<file path="config.mk">
export PLATFORM = sky130hd
export DESIGN_NAME = kmlc_ram
export DESIGN_NICKNAME = d
export VERILOG_FILES = /design/src/rtl/kmeans_lloyd_clustering_unit_defines.svh /design/src/rtl/kmlc_ram.sv
export SDC_FILE = /design/constraint.sdc
export NUM_CORES = 2
export LEC_CHECK = 0
export BUFFER_PORTS_ARGS = -buffer_cell sky130_fd_sc_hd__buf_4
export CORE_MARGIN = 1.5
export CORE_UTILIZATION = 63
export DETAILED_ROUTE_END_ITERATION = 8
export PLACE_DENSITY = 0.87
export SYNTH_ARGS = -nofsm -noshare
export SYNTH_HDL_FRONTEND = slang
export SYNTH_SLANG_ARGS = --single-unit
</file>
<file path="constraint.sdc">
create_clock -name clk -period 5.5 [get_ports clk]
set_clock_uncertainty 0.05 [all_clocks]
set_input_delay 1.1 -clock clk [delete_from_list [all_inputs] [get_ports clk]]
set_output_delay 1.1 -clock clk [all_outputs]
set_load 0.05 [all_outputs]
</file>
<file path="src/rtl/kmeans_lloyd_clustering_unit_defines.svh">
// ----------------------------------------------------------------------------
// K-means clustering unit assertion macros
// Concurrent assertion helpers on clk with synchronous active-low reset.
// ----------------------------------------------------------------------------
`ifndef KMEANS_LLOYD_CLUSTERING_UNIT_DEFINES_SVH
`define KMEANS_LLOYD_CLUSTERING_UNIT_DEFINES_SVH

`ifndef SYNTHESIS
`define KMLC_ASSERT_SAME(lbl, ante, cons) \
  lbl: assert property (@(posedge clk) disable iff (!rst_n) (ante) |-> (cons)) \
    else $error("kmlc assertion failed");
`define KMLC_ASSERT_NEXT(lbl, ante, cons) \
  lbl: assert property (@(posedge clk) disable iff (!rst_n) (ante) |=> (cons)) \
    else $error("kmlc assertion failed");
`else
`define KMLC_ASSERT_SAME(lbl, ante, cons)
`define KMLC_ASSERT_NEXT(lbl, ante, cons)
`endif

`endif

</file>
<file path="src/rtl/kmlc_ram.sv">
// ----------------------------------------------------------------------------
// Generic RAM
// One write port, one read port with registered read data.
// ----------------------------------------------------------------------------
module kmlc_ram #(
  parameter int W = 32,
  parameter int D = 64
) (
  input  logic                                clk,
  input  logic                                we,
  input  logic [(D > 1 ? $clog2(D) : 1)-1:0]  waddr,
  input  logic [W-1:0]                        wdata,
  input  logic [(D > 1 ? $clog2(D) : 1)-1:0]  raddr,
  output logic [W-1:0]                        rdata
);

  logic [W-1:0] mem [D];

  always_ff @(posedge clk) begin
    if (we) begin
      mem[waddr] <= wdata;
    end
    rdata <= mem[raddr];
  end

endmodule

</file>
==> results list <==
- DR vias: around 41000
* XOR/XNOR share of the synthesized area: 0%
- Total wire length after detailed routing: approximately 240000 µm
- Clock Latency Late Sink: 860 ps
- In the routed layout, each cell is associated on average with a via count of 7.66.
- After synthesis, the share of cell area in mux cells is 16.8%.
- Sw Pwr: 7.31 mW
- Slowest stage cell on the critical path: sky130_fd_sc_hd__o22ai_1
- The average instance in the mapped netlist occupies roughly 24 µm².
- Setup Total Neg Slack: 0 ps
- Dividing the detail-routed wire length by the instance count gives between 40 and 50 µm.
- The flow ran to the end, and the final reports show no timing, DRC or antenna violations.
* ANT nets after route: 0
- The clock passes through at most 3 buffers.
- Detailed-router iteration count before antenna repair: 9
* Most common cell after layout, fill and taps aside: sky130_fd_sc_hd__edfxtp_1
- The layer flagged by global routing as most heavily used is met2.
* Inserted Clock Buffers: roughly 190
- After routing the design area is around 88000 µm².
* Clock root buffer: sky130_fd_sc_hd__clkbuf_16
- Max transition margin: 13.3%
- Based on the critical path, the design can be clocked at up to around 250 MHz.
* Clock transition at the register clock pins on the worst setup and hold paths after CTS: ~70 ps
- Number of instances in the synthesized netlist: between 3000 and 4000
- Max-cap check violation count: 0
- Worst slack after detailed placement: around 780 ps
- Of the total synthesized cell area, the portion taken by full adders, half adders and majority gates is 0%.
- Count of instances resized after the clock tree is built: 0
* Count of distinct cell types in the synthesized netlist: 34
- Delay of the slowest cell on the worst path: about 650 ps
- Net switching is between 20% and 30% of the power.
- After detailed placement, the total cell area comes to about 82000 µm².
* Final Critical Period: between 4000 and 5000 ps
- Summing the areas of all compound-gate instances in the mapped netlist gives 1.67% of the synthesized area.
- Hold buffer count at CTS: 0
- The number of pins with negative max-slew slack in the final report is 0.
* I/O pin total: 78
- At the worst endpoint, the arrival time is approximately 4700 ps.
- Placer congestion estimate: around 0.84
* Worst min path class: primary input to flip-flop
- The worst-case IR drop observed on VDD is ~0.00036 V.
- Power comes to 32.9 mW.
- Total of warnings raised by yosys: 0
- The floorplan has between 100 and 150 rows.
- Detailed placement finished with a half-perimeter wire length of about 120000 µm.
- Setup repair after global routing left no endpoint under its margin.
- Excluding fillers, the count of instances in the completed layout stands at approximately 5400.
- Global routing consumed, on the met3 layer, roughly an eighth of the routing resources.
* Number of antenna violations at the first check in global routing: 20
- Share of post-route cells with drive strength above 1: roughly 30%
- Fin util: about 71%
- Among all flip-flop cells after synthesis, the most frequent one is sky130_fd_sc_hd__edfxtp_1.
- Measured along the y axis, the die boundary spans 356 µm.
* GR Util met1: between 40% and 50%
- Element type at the critical path start: primary input
- Post-Syn Nets: 3370
- Post-route clock period utilization: about three quarters
- Count of final hold-check violations: 0
- The floorplan step defined a core boundary enclosing between 100000 and 150000 µm².
- In this run the worst path has a maximum fanout of between 60 and 70.
- Register bit total from synthesis: ~2100
* Final setup violation count: 0
- Fin worst setup slack: around 1400 ps
- Walking the worst path, the cells encountered are buf_8 > buf_4 > buf_4 > mux4_2 > mux4_2 > o22ai_1 > nor2_1.
- Global routing used about three fifths of the available met2 tracks.
- After Yosys synthesis, and, or, nand and nor cells account for ~1.3% of the synthesized area.
* Top cells by area in the synthesized netlist: sky130_fd_sc_hd__edfxtp_1 78%, sky130_fd_sc_hd__mux4_2 16%, sky130_fd_sc_hd__mux2i_1 1.2%
- Global-route usage over all layers: about 38%
- The internal power of the cells totals 25.6 mW.
- The area growth from synthesis to layout is 12.2%.
- For this design the ratio of total power to cell area is 373 nW/µm².
* Port Buffer Count: between 70 and 80
- Hold timing on the final database bottoms out at a slack of around 780 ps.
* First-pass GRT wire length: ~320000 µm
* Number of design rule violations left after detail routing: 0
* H-tree levels: 4
* Global route total overflow: 0
* Area of the die: about 130000 µm²
- By area, the combinational part of the netlist is dominated by multiplexers.
* Largest net degree at the start of global routing: just over 80
- Clock tree from TritonCTS: built
- Critical setup path kind: primary input to flip-flop
- Combinational cells account for between 5 and 6% of the total power.
- The share of total power dissipated in sequential elements is between 50% and 60%.
- The largest total area in the synthesized netlist belongs to sky130_fd_sc_hd__edfxtp_1.
* Horizontal die dimension: 356 µm
* Starting Density: 63.5%
- The via count of the first global-routing pass is 42130.
- Sequential share of the synthesized area: about four fifths
- Placed cell count: about 5000
- For this design the static power due to leakage is between 20 and 30 nW.
- At the pin with the least slew margin, the transition time is between 1000 and 1500 ps.
- The worst setup path is captured at a flip-flop.
- Data required time at the worst endpoint: just over 6000 ps
* Post-synth design cell area: 78500 µm²
- Yosys mapped a number of flops with a built-in enable equal to about 2000.
- After synthesis, the share of flip-flops with an asynchronous set or reset is 0%.
- # clock sinks: around 2100
* Nets: 3593
* Iter 0 DRT Violations: roughly 8100
- Fraction of power consumed by the clock network: approximately two fifths
- Most frequent cells in the layout: 2048 x sky130_fd_sc_hd__edfxtp_1, 544 x sky130_fd_sc_hd__mux4_2, 202 x sky130_fd_sc_hd__buf_4, 193 x sky130_fd_sc_hd__clkbuf_16, 93 x sky130_fd_sc_hd__mux2i_1
* Fillcell total: about 6400
- Post-CTS repair timing setup buffer count: 0
* Area share of the largest cell type after synthesis: between 70% and 80%
worst paths after layout:
check,end,start,slack (ps),depth (start not counted)
setup / recovery,rdata[0],raddr[0],1430,7
setup reg to reg,rdata[4],mem[4][4],2810,5
hold reg to reg,rdata[20],mem[13][20],820,4
hold / removal,mem[4][18],wdata[18],780,1
synth_stat cells, types with 3 or more instances:
| library cell | n |
|---|---|
| sky130_fd_sc_hd__clkbuf_1 | 74 |
| sky130_fd_sc_hd__edfxtp_1 | 2048 |
| sky130_fd_sc_hd__dfxtp_1 | 32 |
| sky130_fd_sc_hd__mux2i_1 | 93 |
| sky130_fd_sc_hd__nand2_1 | 26 |
| sky130_fd_sc_hd__buf_1 | 21 |
| sky130_fd_sc_hd__nor2_1 | 137 |
| sky130_fd_sc_hd__a21oi_1 | 62 |
| sky130_fd_sc_hd__o221ai_1 | 27 |
| sky130_fd_sc_hd__a41o_1 | 4 |
| sky130_fd_sc_hd__o32ai_1 | 4 |
| sky130_fd_sc_hd__buf_6 | 5 |
| sky130_fd_sc_hd__nand3_1 | 5 |
| sky130_fd_sc_hd__buf_2 | 57 |
| sky130_fd_sc_hd__mux4_2 | 544 |
| sky130_fd_sc_hd__a22oi_1 | 12 |
| sky130_fd_sc_hd__nor3_1 | 7 |
| sky130_fd_sc_hd__nor2b_1 | 15 |
| sky130_fd_sc_hd__o22ai_1 | 84 |
| sky130_fd_sc_hd__a311oi_1 | 8 |
| sky130_fd_sc_hd__buf_4 | 25 |
| sky130_fd_sc_hd__and3_1 | 4 |
| sky130_fd_sc_hd__nand3b_1 | 5 |
| sky130_fd_sc_hd__or3_1 | 3 |
| sky130_fd_sc_hd__or3b_2 | 3 |
| sky130_fd_sc_hd__nand2b_1 | 8 |
routing by layer:
| metal | share of wire, % | up-vias |
|---|---|---|
| met2 | 47 | 4556 |
| met4 | 7.9 | 22 |
| met5 | 0.070 | - |
| met3 | 15 | 1160 |
| met1 | 29 | 20554 |
| li1 | - | 14711 |
cell families after synthesis:
family / count (synthesis)
AND/OR/NAND/NOR: 223
buffers and inverters: 182
multiplexers: 637
flip-flops: 2080
AO/OA/AOI/OAI: 202
final cells by class:
class	instances	area, µm²	area share, %
repair buffers	217	1800	2.05
clock inverters	107	1030	1.17
well taps	1637	2050	2.33
flip-flops and latches	2080	62100	70.6
diodes	9	22.5	0.0256
multi-input cells	1062	16000	18.1
clock buffers	242	5060	5.75
sequential cells by signal, indices dropped and copies added (netlist names):
register and flops:
rdata 32, mem 2048
power groups by stage:
stage                     clock, mW  combinational, mW  sequential (mW)
after global routing           13.9               1.87             17.6
after global placement            0               1.66             18.0
after floorplan                   0              0.853             18.0
after detailed placement          0               1.73             18.0
final                          13.4               1.84             17.6
after CTS                      13.3               1.79             17.6
worst max-delay path, delay by kind of cell:
kind	cells	cell delay (ps)
buffers and inverters	3	1580
AO/OA/AOI/OAI	1	650
AND/OR/NAND/NOR	1	130
multiplexers	2	1050
(Power assumes the default switching activity.)
