--- src/rtl/kmeans_lloyd_clustering_unit_defines.svh ---
// ----------------------------------------------------------------------------
// K-means clustering unit assertion macros
// Concurrent assertion helpers on clk with synchronous active-low reset.
// ----------------------------------------------------------------------------
`ifndef KMEANS_LLOYD_CLUSTERING_UNIT_DEFINES_SVH
`define KMEANS_LLOYD_CLUSTERING_UNIT_DEFINES_SVH

`ifndef SYNTHESIS
`define KMLC_ASSERT_SAME(lbl, ante, cons) \
  lbl: assert property (@(posedge clk) disable iff (!rst_n) (ante) |-> (cons)) \
    else $error("kmlc assertion failed");
`define KMLC_ASSERT_NEXT(lbl, ante, cons) \
  lbl: assert property (@(posedge clk) disable iff (!rst_n) (ante) |=> (cons)) \
    else $error("kmlc assertion failed");
`else
`define KMLC_ASSERT_SAME(lbl, ante, cons)
`define KMLC_ASSERT_NEXT(lbl, ante, cons)
`endif

`endif

--- src/rtl/kmlc_pkg.sv ---
// ----------------------------------------------------------------------------
// K-means clustering package
// Word types, codes and shared arithmetic helpers.
// ----------------------------------------------------------------------------
package kmlc_pkg;

  localparam int COORD_W   = 32;
  localparam int SUM_W     = 48;
  localparam int DIST_W    = 64;
  localparam int CFG_IDX_W = 3;

  localparam logic [1:0] OP_LOAD_POINT = 2'd0;
  localparam logic [1:0] OP_LOAD_CENT  = 2'd1;
  localparam logic [1:0] OP_RUN        = 2'd2;

  localparam logic [CFG_IDX_W-1:0] REG_NUM_CLUSTERS = 3'd0;
  localparam logic [CFG_IDX_W-1:0] REG_NUM_DIMS     = 3'd1;
  localparam logic [CFG_IDX_W-1:0] REG_NUM_POINTS   = 3'd2;
  localparam logic [CFG_IDX_W-1:0] REG_MAX_ITER     = 3'd3;
  localparam logic [CFG_IDX_W-1:0] REG_THRESHOLD    = 3'd4;

  typedef struct packed {
    logic [1:0]                operation;
    logic [9:0]                entry_index;
    logic [2:0]                dim_index;
    logic signed [COORD_W-1:0] coord_value;
  } in_word_t;

  typedef struct packed {
    logic [2:0]                cluster_index;
    logic [2:0]                out_dim;
    logic signed [COORD_W-1:0] centroid_value;
    logic [15:0]               passes_done;
    logic                      last;
  } out_word_t;

  typedef enum logic [3:0] {
    ST_IDLE,
    ST_CLR,
    ST_D_RD,
    ST_D_MUL,
    ST_D_ACC,
    ST_D_CMP,
    ST_S_RD,
    ST_S_WR,
    ST_U_RD,
    ST_U_DIV,
    ST_U_WAIT,
    ST_U_MUL,
    ST_U_ACC,
    ST_U_CMP,
    ST_E_RD,
    ST_E_LOAD
  } state_t;

  // |a - b| of two Q16.16 values always fits 32 unsigned bits
  function automatic logic [COORD_W-1:0] abs_diff(input logic signed [COORD_W-1:0] a,
                                                  input logic signed [COORD_W-1:0] b);
    logic signed [COORD_W:0] d;
    logic        [COORD_W:0] m;
    d = {a[COORD_W-1], a} - {b[COORD_W-1], b};
    m = d[COORD_W] ? (~d + 1'b1) : d;
    return m[COORD_W-1:0];
  endfunction

  function automatic logic [DIST_W-1:0] sat_add(input logic [DIST_W-1:0] a,
                                                input logic [DIST_W-1:0] b);
    logic [DIST_W:0] s;
    s = {1'b0, a} + {1'b0, b};
    return s[DIST_W] ? {DIST_W{1'b1}} : s[DIST_W-1:0];
  endfunction

endpackage

--- src/rtl/kmlc_div.sv ---
// ----------------------------------------------------------------------------
// Member mean divider
// Restoring divider, one quotient bit per cycle, truncating toward zero.
// ----------------------------------------------------------------------------
module kmlc_div
  import kmlc_pkg::*;
#(
  parameter int DVW = 11
) (
  input  logic                      clk,
  input  logic                      rst_n,
  input  logic                      start,
  input  logic signed [SUM_W-1:0]   dividend,
  input  logic [DVW-1:0]            divisor,
  output logic                      busy,
  output logic                      done,
  output logic signed [COORD_W-1:0] quotient
);

  localparam int STW = $clog2(SUM_W);

  logic                busy_r, busy_nxt;
  logic                done_r, done_nxt;
  logic [STW-1:0]      step_r, step_nxt;
  logic [DVW-1:0]      rem_r, rem_nxt;
  logic [SUM_W-1:0]    quo_r, quo_nxt;
  logic [DVW-1:0]      dvs_r, dvs_nxt;
  logic                neg_r, neg_nxt;
  logic [COORD_W-1:0]  q_r, q_nxt;
  logic [DVW:0]        rem_sh;
  logic                qbit;

  always_ff @(posedge clk) begin
    if (!rst_n) begin
      busy_r <= 1'b0;
      done_r <= 1'b0;
    end else begin
      busy_r <= busy_nxt;
      done_r <= done_nxt;
    end
    step_r <= step_nxt;
    rem_r  <= rem_nxt;
    quo_r  <= quo_nxt;
    dvs_r  <= dvs_nxt;
    neg_r  <= neg_nxt;
    q_r    <= q_nxt;
  end

  always_comb begin
    busy_nxt = busy_r;
    done_nxt = 1'b0;
    step_nxt = step_r;
    rem_nxt  = rem_r;
    quo_nxt  = quo_r;
    dvs_nxt  = dvs_r;
    neg_nxt  = neg_r;
    q_nxt    = q_r;
    rem_sh   = {rem_r, quo_r[SUM_W-1]};
    qbit     = rem_sh >= {1'b0, dvs_r};
    if (start) begin
      busy_nxt = 1'b1;
      step_nxt = '0;
      rem_nxt  = '0;
      neg_nxt  = dividend[SUM_W-1];
      quo_nxt  = dividend[SUM_W-1] ? (~dividend + 1'b1) : dividend;
      dvs_nxt  = divisor;
    end else if (busy_r) begin
      rem_nxt  = qbit ? DVW'(rem_sh - {1'b0, dvs_r}) : rem_sh[DVW-1:0];
      quo_nxt  = {quo_r[SUM_W-2:0], qbit};
      step_nxt = step_r + 1'b1;
      if (step_r == STW'(SUM_W - 1)) begin
        busy_nxt = 1'b0;
        done_nxt = 1'b1;
        q_nxt    = neg_r ? (~quo_nxt[COORD_W-1:0] + 1'b1) : quo_nxt[COORD_W-1:0];
      end
    end
  end

  assign busy     = busy_r;
  assign done     = done_r;
  assign quotient = q_r;

endmodule
--- config.mk ---
export PLATFORM = sky130hd
export DESIGN_NAME = kmlc_div
export DESIGN_NICKNAME = d
export VERILOG_FILES = /design/src/rtl/kmeans_lloyd_clustering_unit_defines.svh /design/src/rtl/kmlc_pkg.sv /design/src/rtl/kmlc_div.sv
export SDC_FILE = /design/constraint.sdc
export NUM_CORES = 1
export LEC_CHECK = 0
export BUFFER_PORTS_ARGS = -buffer_cell sky130_fd_sc_hd__buf_2
export CAP_MARGIN = 20
export CORE_MARGIN = 2
export CORE_UTILIZATION = 58
export CTS_BUF_LIST = sky130_fd_sc_hd__clkbuf_16
export CTS_CLUSTER_SIZE = 40
export DETAILED_ROUTE_END_ITERATION = 8
export GPL_ROUTABILITY_DRIVEN = 1
export PLACE_DENSITY = 0.77
export SLEW_MARGIN = 20
export SYNTH_ARGS = -nofsm -noshare
export SYNTH_HDL_FRONTEND = slang
export SYNTH_SLANG_ARGS = --single-unit
--- constraint.sdc ---
create_clock -name clk -period 4.2 [get_ports clk]
set_clock_uncertainty 0.05 [all_clocks]
set_input_delay 0.63 -clock clk [delete_from_list [all_inputs] [get_ports clk]]
set_output_delay 0.63 -clock clk [all_outputs]
set_load 0.02 [all_outputs]
==> run summary <==
Outcome = completed
CP Launch Type = register
Core Rows = 38
Layout cell share with drive strength beyond 1 = 19.8%
Post-route minimum period = 3.24 ns
Final period util = 77.1%
Synth area leader = edfxtp_1
Crit-path slowest cell = or2_2
Hold buffers post-CTS = 0
N_diodes = 0
Yosys cell types = 63
Initial antenna violation count = 0
Yosys warning total = 0
Synth-to-layout area growth = 13.8%
Post-DP HPWL = 9800 um
DRC = 0
First-pass GRT wire length = 22400 um
Worst rel slew slack = 38.4%
Worst EP required = 4.25 ns
Post-CTS Setup Bufs = 0
Sequential power share = 51.8%
Met2 Usage GRT = 36.5%
Final TNS setup = 0 ns
Met3 usage = 5.50%
Critical path arrival = 3.29 ns
Post-Syn Instances = 614
Final setup fails = 0
CP Capture Type = register
Area share of the largest cell type after synthesis = 43.3%
Post-Syn Area per Cell = 10.4 um^2
Switching fraction of total power = 26.6%
Pwr/cell area = 365 nW/um^2
I/O pin cnt = 96
Largest fanout on the critical path = 7
IO buf count = 95
DRT Wirelength = 13800 um
Post-Syn Area = 6380 um^2
Die area = 11900 um^2
Psw = 0.000703 W
Fin nets = 774
Worst Tran Pin Value = 0.924 ns
Core area = 10800 um^2
1st-pass router iterations = 5
H-tree Lvls = 3
Worst-case clock buffer depth = 2
Delay-heaviest family, CP = compound AO/OA/AOI/OAI gates
Clk_lat worst skew = 0.35 ns
Pins Over Slew Limit = 0
Final hold slack = 0.401 ns
Pleak = 2.70 nW
Part of the power in combinational logic = 15.9%
Largest net degree at the start of global routing = 70
Sequential fraction of the synthesis area = 49.3%
Main flop type after synthesis = edfxtp_1
Synthesized net count = 691
Clk slew on worst S/H paths = 0.07 ns
Max stage delay on crit path = 0.40 ns
VDD IR-drop max = 288 uV
RSZ-0062 raised after global routing = no
Final hold violations = 0
Hold crit path type = in -> reg
Root buf cell = clkbuf_16
Met1 Track Usage GR = 36.0%
Post-layout util = 67.3%
CTS buffer count = 9
Post-CTS sizing = 0
CTS tree = built
DR iter-0 viols = 348
Crit-path cells = inv_1 -> ha_1 -> a21o_1 -> a211oi_1 -> o21a_1 -> a31oi_2 -> inv_1 -> ha_1 -> nand4_1 -> or2_2 -> nand2b_1 -> o31ai_1 -> xnor2_1
Buf/Inv on CP = 2
Clock share of power = 32.3%
Die Y = 109 um
Register bit count reported by yosys = 111
Vias per Instance = 5.92
WS Path Type = reg -> reg
Total track usage = 24.4%
Int Pwr = 0.00195 W
Final Power = 0.00265 W
Max_cap viols = 0
Vias in the first global route = 4506
Clock sink count = 111
Routed len/inst = 16.3 um
Routability cong. = 0.925
Total number of vias = 4983
Post-synth EDFFs = 92
Global route hottest layer = met2
DIE WIDTH = 109 um
Initial Util = 59.1%
Fmax = 309 MHz
Ys async rst share = 0%
Post-DRT Antenna Nets = 0
Total grt overflow = 0
Top cells by area, synth = edfxtp_1 43%, xor2_1 6.5%, dfxtp_1 6.0%, xnor2_1 5.4%, a21oi_1 4.2%
[stage by stage]
step | cells | cell area (um^2) | worst slack [ns]
2_1_floorplan | 614 | 6380 | 1.00
4_1_cts | 842 | 7260 | 0.956
3_5_place_dp | 826 | 6960 | 0.949
6_report | 842 | 7260 | 0.962
3_3_place_gp | 826 | 6960 | 1.08
5_1_grt | 842 | 7260 | 0.686
[worst register-to-register path, stage by stage, from the launching register on]
cell      delay (ns)
edfxtp_1        0.33
inv_1           0.04
ha_1            0.35
a21o_1          0.20
a211oi_1        0.36
o21a_1          0.20
a31oi_2         0.06
inv_1           0.08
ha_1            0.19
nand4_1         0.16
or2_2           0.40
nand2b_1        0.20
o31ai_1         0.27
xnor2_1         0.11
[sequential cells by signal, summed over array words and instances, names as in the netlist]
register / flops
quo_r: 48
quotient: 32
dvs_r: 11
rem_r: 11
step_r: 6
busy: 1
done: 1
neg_r: 1
[placed cells by master, fill, tap and decap left out, types with 9 or more instances in the layout]
cell,synthesis,layout
inv_1,26,26
edfxtp_1,92,92
or4_1,10,10
nor2_1,70,69
clkbuf_16,0,9
o31ai_1,27,27
xnor2_1,39,39
o21ai_0,20,20
a21oi_1,54,54
or3_1,10,10
o41ai_1,19,19
buf_2,1,94
dfxtp_1,19,19
nor3_1,12,12
nand2b_1,11,11
nand2_1,33,33
ha_1,14,14
xor2_1,47,47
[layer usage]
metal  wire length, um  vias up
met4               173        0
met2              6230      192
li1                  -     2441
met5                 0        -
met1              6360     2337
met3               995       13
[path summary, 6_finish.rpt]
path | from | endpoint | slack, ns | cells after the start
hold reg to reg | rem_r[4]$_SDFFE_PP0P_ | rem_r[4]$_SDFFE_PP0P_ | 0.44 | 2
setup reg to reg | dvs_r[9]$_DFFE_PP_ | quotient[26]$_DFFE_PP_ | 0.96 | 13
setup / recovery | dvs_r[9]$_DFFE_PP_ | quotient[26]$_DFFE_PP_ | 0.96 | 13
hold / removal | divisor[4] | dvs_r[4]$_DFFE_PP_ | 0.40 | 1
[power groups by stage]
| stage | combinational, W | clock [W] | sequential [W] |
|---|---|---|---|
| after global placement | 0.000399 | 0 | 0.00139 |
| after floorplan | 0.000311 | 0 | 0.00136 |
| after global routing | 0.000474 | 0.000905 | 0.00138 |
| after CTS | 0.000420 | 0.000864 | 0.00137 |
| final | 0.000421 | 0.000854 | 0.00137 |
| after detailed placement | 0.000415 | 0 | 0.00139 |
[cells in the mapped netlist (all sizes together) (3+ instances only)]
cell / n
xor2: 47
nand2: 33
or4: 14
buf: 4
xnor2: 39
nand4: 5
nor4: 4
a21oi: 54
ha: 14
nand2b: 11
nor3: 12
o31ai: 28
or3: 12
a211oi: 8
mux2i: 8
or2: 7
clkbuf: 23
o21ai: 22
nor2b: 6
nand3: 5
dfxtp: 19
o41ai: 19
nor2: 70
edfxtp: 92
or3b: 3
inv: 26
[logic make-up (layout without fill, tap and decap cells)]
kind of cell,after synthesis,in the layout,synth area share (%)
mux,10,10,1.61
buf+inv,53,141,3.26
flops,111,111,49.3
simple gates,191,191,15.9
xor+xnor,86,86,11.8
compound gates,148,148,15.1
fa+ha+maj,15,15,3.06
[final cells by class]
cell class              count  area [um^2]
inverters                  26         97.6
repair buffers             99          508
clock buffers               9          225
multi-input cells         450         3040
clock inverters             7         71.3
fillers                   876         3530
well taps                 140          175
flip-flops and latches    111         3140
Note: power is estimated with default switching activity, not from simulation.
